$ cat src/rtl/core/tarc_pkg.sv
// Shared types and constants for the touch auto-repeat clock controller.
package tarc_pkg;

    localparam int CFG_IDX_W  = 2;
    localparam int CFG_DATA_W = 10;
    localparam int CNT_W      = 8;
    localparam int IDLE_W     = 10;

    localparam logic [CFG_IDX_W-1:0] REG_SETTLE     = 2'd0;
    localparam logic [CFG_IDX_W-1:0] REG_AUTO_DELAY = 2'd1;
    localparam logic [CFG_IDX_W-1:0] REG_REPEAT     = 2'd2;
    localparam logic [CFG_IDX_W-1:0] REG_SECOND     = 2'd3;

    localparam logic [CNT_W-1:0]  SETTLE_RST     = 8'd1;
    localparam logic [CNT_W-1:0]  AUTO_DELAY_RST = 8'd1;
    localparam logic [CNT_W-1:0]  REPEAT_RST     = 8'd1;
    localparam logic [IDLE_W-1:0] SECOND_RST     = 10'd19;

    localparam logic [CNT_W-1:0]  CNT_MAX  = {CNT_W{1'b1}};
    localparam logic [IDLE_W-1:0] IDLE_MAX = {IDLE_W{1'b1}};

    typedef struct packed {
        logic [CNT_W-1:0]  settle_ticks;
        logic [CNT_W-1:0]  auto_delay_ticks;
        logic [CNT_W-1:0]  repeat_ticks;
        logic [IDLE_W-1:0] second_ticks;
    } tarc_cfg_t;

    typedef struct packed {
        logic advance_second;
        logic inc_dec;
        logic clear_touch;
        logic clock_enabled;
    } tarc_result_t;

endpackage

$ cat src/rtl/core/tarc_cfg.sv
// Configuration register file.
module tarc_cfg
(
    input  logic                              clk,
    input  logic                              rst_n,
    input  logic                              cfg_valid,
    output logic                              cfg_ready,
    input  logic [tarc_pkg::CFG_IDX_W-1:0]    cfg_index,
    input  logic [tarc_pkg::CFG_DATA_W-1:0]   cfg_data,
    output tarc_pkg::tarc_cfg_t               cfg
);
    import tarc_pkg::*;

    tarc_cfg_t cfg_reg;
    tarc_cfg_t cfg_next;

    assign cfg_ready = 1'b1;
    assign cfg       = cfg_reg;

    always_comb
    begin
        cfg_next = cfg_reg;
        if (cfg_valid)
        begin
            case (cfg_index)
                REG_SETTLE:     cfg_next.settle_ticks     = cfg_data[CNT_W-1:0];
                REG_AUTO_DELAY: cfg_next.auto_delay_ticks = cfg_data[CNT_W-1:0];
                REG_REPEAT:     cfg_next.repeat_ticks     = cfg_data[CNT_W-1:0];
                REG_SECOND:     cfg_next.second_ticks     = cfg_data[IDLE_W-1:0];
                default:        cfg_next = cfg_reg;
            endcase
        end
    end

    always_ff @(posedge clk or negedge rst_n)
    begin
        if (!rst_n)
        begin
            cfg_reg.settle_ticks     <= SETTLE_RST;
            cfg_reg.auto_delay_ticks <= AUTO_DELAY_RST;
            cfg_reg.repeat_ticks     <= REPEAT_RST;
            cfg_reg.second_ticks     <= SECOND_RST;
        end
        else
        begin
            cfg_reg <= cfg_next;
        end
    end

endmodule

$ cat src/rtl/core/tarc_fsm.sv
// Touch controller state machine with its timers; one tick per accepted request.
module tarc_fsm
(
    input  logic                    clk,
    input  logic                    rst_n,
    input  logic                    tick,
    input  logic                    touched,
    input  tarc_pkg::tarc_cfg_t     cfg,
    output tarc_pkg::tarc_result_t  result
);
    import tarc_pkg::*;

    typedef enum logic [7:0] {
        ST_INIT        = 8'b0000_0001,
        ST_NEVER       = 8'b0000_0010,
        ST_WAIT        = 8'b0000_0100,
        ST_SETTLE      = 8'b0000_1000,
        ST_HOLD        = 8'b0001_0000,
        ST_REPEAT      = 8'b0010_0000,
        ST_REPEAT_DONE = 8'b0100_0000,
        ST_ADD_SECOND  = 8'b1000_0000
    } state_t;

    state_t            state_reg, state_next;
    logic [CNT_W-1:0]  settle_reg, settle_next;
    logic [CNT_W-1:0]  hold_reg, hold_next;
    logic [CNT_W-1:0]  repeat_reg, repeat_next;
    logic [IDLE_W-1:0] idle_reg, idle_next;

    function automatic logic [CNT_W-1:0] sat_inc(input logic [CNT_W-1:0] v);
        sat_inc = (v == CNT_MAX) ? v : v + 1'b1;
    endfunction

    always_comb
    begin
        state_next            = state_reg;
        settle_next           = settle_reg;
        hold_next             = hold_reg;
        repeat_next           = repeat_reg;
        idle_next             = idle_reg;
        result.advance_second = 1'b0;
        result.inc_dec        = 1'b0;
        result.clear_touch    = 1'b0;

        // action of the current state, then the transition on updated counts
        case (state_reg)
            ST_INIT:
            begin
                state_next = ST_NEVER;
            end
            ST_NEVER:
            begin
                if (touched)
                begin
                    state_next         = ST_WAIT;
                    result.clear_touch = 1'b1;
                end
            end
            ST_WAIT:
            begin
                settle_next = '0;
                hold_next   = '0;
                repeat_next = '0;
                if (touched)
                begin
                    state_next         = ST_SETTLE;
                    result.clear_touch = 1'b1;
                end
                else if (idle_reg >= cfg.second_ticks)
                begin
                    state_next         = ST_ADD_SECOND;
                    result.clear_touch = 1'b1;
                end
                else if (idle_reg != IDLE_MAX)
                begin
                    idle_next = idle_reg + 1'b1;
                end
            end
            ST_SETTLE:
            begin
                settle_next = sat_inc(settle_reg);
                idle_next   = '0;
                if (settle_next >= cfg.settle_ticks)
                begin
                    if (touched)
                        state_next = ST_HOLD;
                    else
                    begin
                        state_next     = ST_WAIT;
                        result.inc_dec = 1'b1;
                    end
                end
            end
            ST_HOLD:
            begin
                hold_next = sat_inc(hold_reg);
                idle_next = '0;
                if (!touched)
                begin
                    state_next     = ST_WAIT;
                    result.inc_dec = 1'b1;
                end
                else if (hold_next >= cfg.auto_delay_ticks)
                begin
                    state_next     = ST_REPEAT;
                    result.inc_dec = 1'b1;
                end
            end
            ST_REPEAT:
            begin
                repeat_next = sat_inc(repeat_reg);
                idle_next   = '0;
                if (!touched)
                    state_next = ST_WAIT;
                else if (repeat_next >= cfg.repeat_ticks)
                    state_next = ST_REPEAT_DONE;
            end
            ST_REPEAT_DONE:
            begin
                repeat_next = '0;
                idle_next   = '0;
                if (!touched)
                    state_next = ST_WAIT;
                else
                begin
                    state_next     = ST_REPEAT;
                    result.inc_dec = 1'b1;
                end
            end
            ST_ADD_SECOND:
            begin
                result.advance_second = 1'b1;
                idle_next             = '0;
                state_next            = touched ? ST_SETTLE : ST_WAIT;
            end
            default:
            begin
                state_next = ST_INIT;
            end
        endcase

        result.clock_enabled = (state_next != ST_INIT) && (state_next != ST_NEVER);
    end

    always_ff @(posedge clk or negedge rst_n)
    begin
        if (!rst_n)
        begin
            state_reg  <= ST_INIT;
            settle_reg <= '0;
            hold_reg   <= '0;
            repeat_reg <= '0;
            idle_reg   <= '0;
        end
        else if (tick)
        begin
            state_reg  <= state_next;
            settle_reg <= settle_next;
            hold_reg   <= hold_next;
            repeat_reg <= repeat_next;
            idle_reg   <= idle_next;
        end
    end

endmodule

$ cat src/rtl/core/touch_auto_repeat_clock_controller_unit.sv
// Touch auto-repeat clock controller: top level with the result register.
//
// One touch sample per request; each accepted request yields exactly one result
// request in the next cycle. A new sample is taken every cycle as long as the
// result register is empty or its result is being taken in that same cycle, so
// the sustained rate is one sample per clock. The state machine and its timers
// advance only on accepted samples. Configuration writes are always ready and
// should be made while no result is pending.
module touch_auto_repeat_clock_controller_unit
(
    input  logic                              clk,
    input  logic                              rst_n,
    input  logic                              touch_valid,
    output logic                              touch_stall,
    input  logic                              touched,
    output logic                              result_valid,
    input  logic                              result_stall,
    output logic                              advance_second,
    output logic                              inc_dec,
    output logic                              clear_touch,
    output logic                              clock_enabled,
    input  logic                              cfg_valid,
    output logic                              cfg_ready,
    input  logic [tarc_pkg::CFG_IDX_W-1:0]    cfg_index,
    input  logic [tarc_pkg::CFG_DATA_W-1:0]   cfg_data
);
    import tarc_pkg::*;

    tarc_cfg_t    cfg;
    tarc_result_t step_result;
    tarc_result_t result_reg;
    logic         valid_reg, valid_next;
    logic         accept;

    assign touch_stall = valid_reg && result_stall;
    assign accept      = touch_valid && !touch_stall;
    assign valid_next  = accept || (valid_reg && result_stall);

    tarc_cfg u_cfg
    (
        .clk       (clk),
        .rst_n     (rst_n),
        .cfg_valid (cfg_valid),
        .cfg_ready (cfg_ready),
        .cfg_index (cfg_index),
        .cfg_data  (cfg_data),
        .cfg       (cfg)
    );

    tarc_fsm u_fsm
    (
        .clk     (clk),
        .rst_n   (rst_n),
        .tick    (accept),
        .touched (touched),
        .cfg     (cfg),
        .result  (step_result)
    );

    always_ff @(posedge clk or negedge rst_n)
    begin
        if (!rst_n)
            valid_reg <= 1'b0;
        else
            valid_reg <= valid_next;
    end

    always_ff @(posedge clk)
    begin
        if (accept)
            result_reg <= step_result;
    end

    assign result_valid   = valid_reg;
    assign advance_second = result_reg.advance_second;
    assign inc_dec        = result_reg.inc_dec;
    assign clear_touch    = result_reg.clear_touch;
    assign clock_enabled  = result_reg.clock_enabled;

endmodule

$ cat config.mk
export PLATFORM = sky130hd
export DESIGN_NAME = touch_auto_repeat_clock_controller_unit
export DESIGN_NICKNAME = d
export VERILOG_FILES = /design/src/rtl/core/tarc_pkg.sv /design/src/rtl/core/tarc_cfg.sv /design/src/rtl/core/tarc_fsm.sv /design/src/rtl/core/touch_auto_repeat_clock_controller_unit.sv
export SDC_FILE = /design/constraint.sdc
export NUM_CORES = 1
export LEC_CHECK = 0
export BUFFER_PORTS_ARGS = -buffer_cell sky130_fd_sc_hd__buf_4
export CAP_MARGIN = 0
export CORE_UTILIZATION = 54
export DETAILED_ROUTE_END_ITERATION = 7
export GPL_TIMING_DRIVEN = 0
export PLACE_DENSITY = 0.73
export RECOVER_POWER = 100
export SLEW_MARGIN = 20
export SYNTH_ARGS = -nofsm -noshare
export SYNTH_HDL_FRONTEND = slang
export SYNTH_SLANG_ARGS = --single-unit
$ cat constraint.sdc
create_clock -name clk -period 5 [get_ports clk]
set_input_delay 0.75 -clock clk [delete_from_list [all_inputs] [get_ports clk]]
set_output_delay 0.75 -clock clk [all_outputs]
set_load 0.05 [all_outputs]
==> metrics.yaml <==
synthAdderAreaFrac_pct: 9.32
drive_gt1_share_pct: 15.7
postSynthAreaPerCell_sq_um: 9.89
timing_hold_violations_final: 0
status: "finished clean"
reg2reg_setup_slack_ps: 1630
via_per_inst: 5.98
synth_seq_area_share_pct: 40.3
rr_endpoint: "u_fsm.settle_reg[3]"
dpl.hpwl_microns: 7990
powerDensity_nw_per_um2: 334
synthFlopType: "dfrtp_1"
initial_core_util_pct: 55.5
ir_drop_mv: 0.168
reg2reg_from: "u_fsm.state_reg[5]"
h-tree-depth: 3
final.min_clock_period_ps: 3370
grt_max_degree: 78
yosys.area_share.simple_pct: 18.3
die_w_microns: 99.2
ant_nets: 0
worst_pin_slew_ps: 1290
wire_per_inst_microns: 16.8
async_reset_ff_share_pct: 95.1
grt_pass1_wl_microns: 18700
drc_errors: 0
chipHeight_microns: 99.2
rsz0062_at_grt: "false"
cp.arrival_ps: 3600
critPathLaunchType: "flip-flop"
post-place-cells: 649
seq_area_sq_um: 2060
synth_cell_types: 75
p_leak_uw: 0.00256
required_ps: 5230
netlist_instances: 516
antenna_found_initial: 0
coreArea_sq_um: 9200
path_max_fanout: 10
cts_hold_buf: 0
fin_nets: 605
overflow: 0
via_count: 3979
gp_congestion: 0.897
synth_edf_count: 4
numCtsBuffers: 9
nFillCells: 784
postCtsResizedCells: 0
clk_pin_slew_ps: 100
synth_mux_area_share_pct: 6.79
io_buffers: 22
diodes: 0
r2r_cells: 7
grt_use_total_pct: 24.2
grt_pass1_vias: 3799
syn_to_final_growth_pct: 7.11
synth_xor_area_share_pct: 2.75
die-area_sq_um: 9840
syn_area_sq_um: 5100
holdCritPathClass: "input port to async pin"
synth_top_family_by_area: "simple AND/OR/NAND/NOR gates"
largest_reg_flops: 34
tritoncts: "done"
finalWirelength_microns: 11100
cap_viol_max_count: 0
clockBufferDepth: 2
slew_viol_final: 0
synth_seq_cells: 81
slew_headroom_pct: 13.4
postCtsSetupBuffers: 0
synth-compound-area-share_pct: 17.2
row_count: 35
syn-num-nets: 572
whs_ps: 395
io_pins: 25
post-route-period-util_pct: 67.4
drt-pass1-iter-count: 5
setup_tns_ps: 0
cp-end-kind: "flip-flop"
clock_latency_ps: 370
cts_root_buf: "clkbuf_8"
fin_cells: 665
path_class: "flip-flop to flip-flop"
timing.fmax_mhz: 297
finalSetupViolCount: 0
first_iter_violations: 203
ys_warn_count: 0
multi_input_area_sq_um: 2690
clock_skew_ps: 13.9
clock_sinks: 81
## power breakdown
group / switching (uW) / internal, uW / total [uW]
Combinational: 311 / 229 / 540
Sequential: 58.8 / 760 / 818
Clock: 278 / 191 / 468
Total: 648 / 1180 / 1830
## per-stage QoR
stage / total power, uW / instance area (sq um) / worst slack (ps) / utilization [%]
6_report: 1830 / 5470 / 1630 / 59.4
3_3_place_gp: 1380 / 5410 / 1900 / 58.8
2_1_floorplan: 1260 / 5100 / 2290 / -
5_1_grt: 1940 / 5470 / 1360 / 59.4
3_5_place_dp: 1410 / 5410 / 1910 / 58.8
4_1_cts: 1870 / 5590 / 1870 / 60.8
## worst max-delay path, stage by stage, from the launching register on
cell,delay (ps)
dfrtp_1,360
clkbuf_1,190
nor4_1,1110
and3_2,350
clkbuf_1,380
o21ai_0,470
o21ai_0,260
o21ai_0,110
## area by class of cell
cell class,count,area share (%)
inverters,39,2.68
multi-input cells,380,49.2
clock inverters,7,1.12
repair buffers,22,2.54
plain buffers,16,2.06
clock buffers,9,2.27
flip-flops and latches,81,37.6
well taps,111,2.54
## layer usage
layer / track usage, % / wire length (microns) / up-vias
met4: 7.81 / 219 / 0
met5: 0 / 0 / -
met2: 38.9 / 5290 / 75
met3: 4.15 / 396 / 17
li1: - / - / 1943
met1: 33.5 / 5230 / 1944
## kinds of logic after synthesis
| kind of cell | Yosys count |
|---|---|
| compound gates | 129 |
| xor+xnor | 16 |
| fa+ha+maj | 38 |
| buf+inv | 55 |
| flops | 81 |
| mux | 31 |
| other cells | 1 |
| simple gates | 165 |
## worst max-delay path by stage
stage | startpoint | endpoint | slack [ps] | cells past startpoint
2_1_floorplan | u_fsm.repeat_reg[4] | clock_enabled | 2290 | 12
3_3_place_gp | u_fsm.settle_reg[0] | inc_dec | 1900 | 12
3_5_place_dp | u_fsm.settle_reg[3] | inc_dec | 1910 | 10
4_1_cts | u_fsm.repeat_reg[3] | clock_enabled | 1870 | 12
5_1_grt | u_fsm.state_reg[5] | u_fsm.settle_reg[5] | 1360 | 7
6_report | u_fsm.state_reg[5] | u_fsm.settle_reg[3] | 1630 | 7
## cell usage in the layout, fill, tap and decap left out, types with 3 or more instances in the layout
cell      count
nor3_1        7
dfstp_2       7
a41oi_1       3
xnor2_1       8
clkbuf_8     10
buf_4        15
inv_1        39
a31oi_1      13
nor2_1       36
a21o_1        3
nand2b_1      6
nand2_1      42
o21ai_0      41
a22o_1        5
nor2b_1       3
clkbuf_1     15
nand3_1      22
xor2_1        8
mux2_2       29
nand4_1       8
edfxtp_1      4
nor3b_1       4
dfrtp_1      70
a21oi_1      25
a211o_1       3
buf_6         5
ha_1         38
o31ai_1       6
o21a_1        3
nor4_1        4
a32o_1       10
and3_1       10
## Yosys cell counts (2+ instances only)
cell      instances  area [sq um]
dfrtp_1          70          1750
nand2_1          41           154
inv_1            39           146
ha_1             38           475
nor2_1           35           131
o21ai_0          33           165
mux2_2           29           327
a21oi_1          23           115
nand3_1          22           110
a31oi_1          13          81.3
a32o_1           10           100
and3_1           10          62.6
nand4_1           8          50.1
xnor2_1           8          70.1
xor2_1            8          70.1
dfstp_2           7           184
o21ai_1           7          35.0
nand2b_1          6          37.5
nor3_1            6          30.0
o31ai_1           6          45.0
a22o_1            5          43.8
buf_4             5          37.5
buf_6             5          56.3
clkbuf_1          4          15.0
edfxtp_1          4           120
nor3b_1           4          30.0
a21o_1            3          22.5
a41oi_1           3          26.3
nor2b_1           3          18.8
nor4_1            3          18.8
o21a_1            3          22.5
o21ai_2           3          26.3
a211o_1           2          17.5
a211oi_1          2          15.0
and2_1            2          12.5
and3_2            2          15.0
mux2i_1           2          20.0
nand3b_1          2          15.0
nor4_4            2          42.5
o211ai_1          2          15.0
or2b_1            2          15.0
Note: power is estimated with default switching activity, not from simulation.
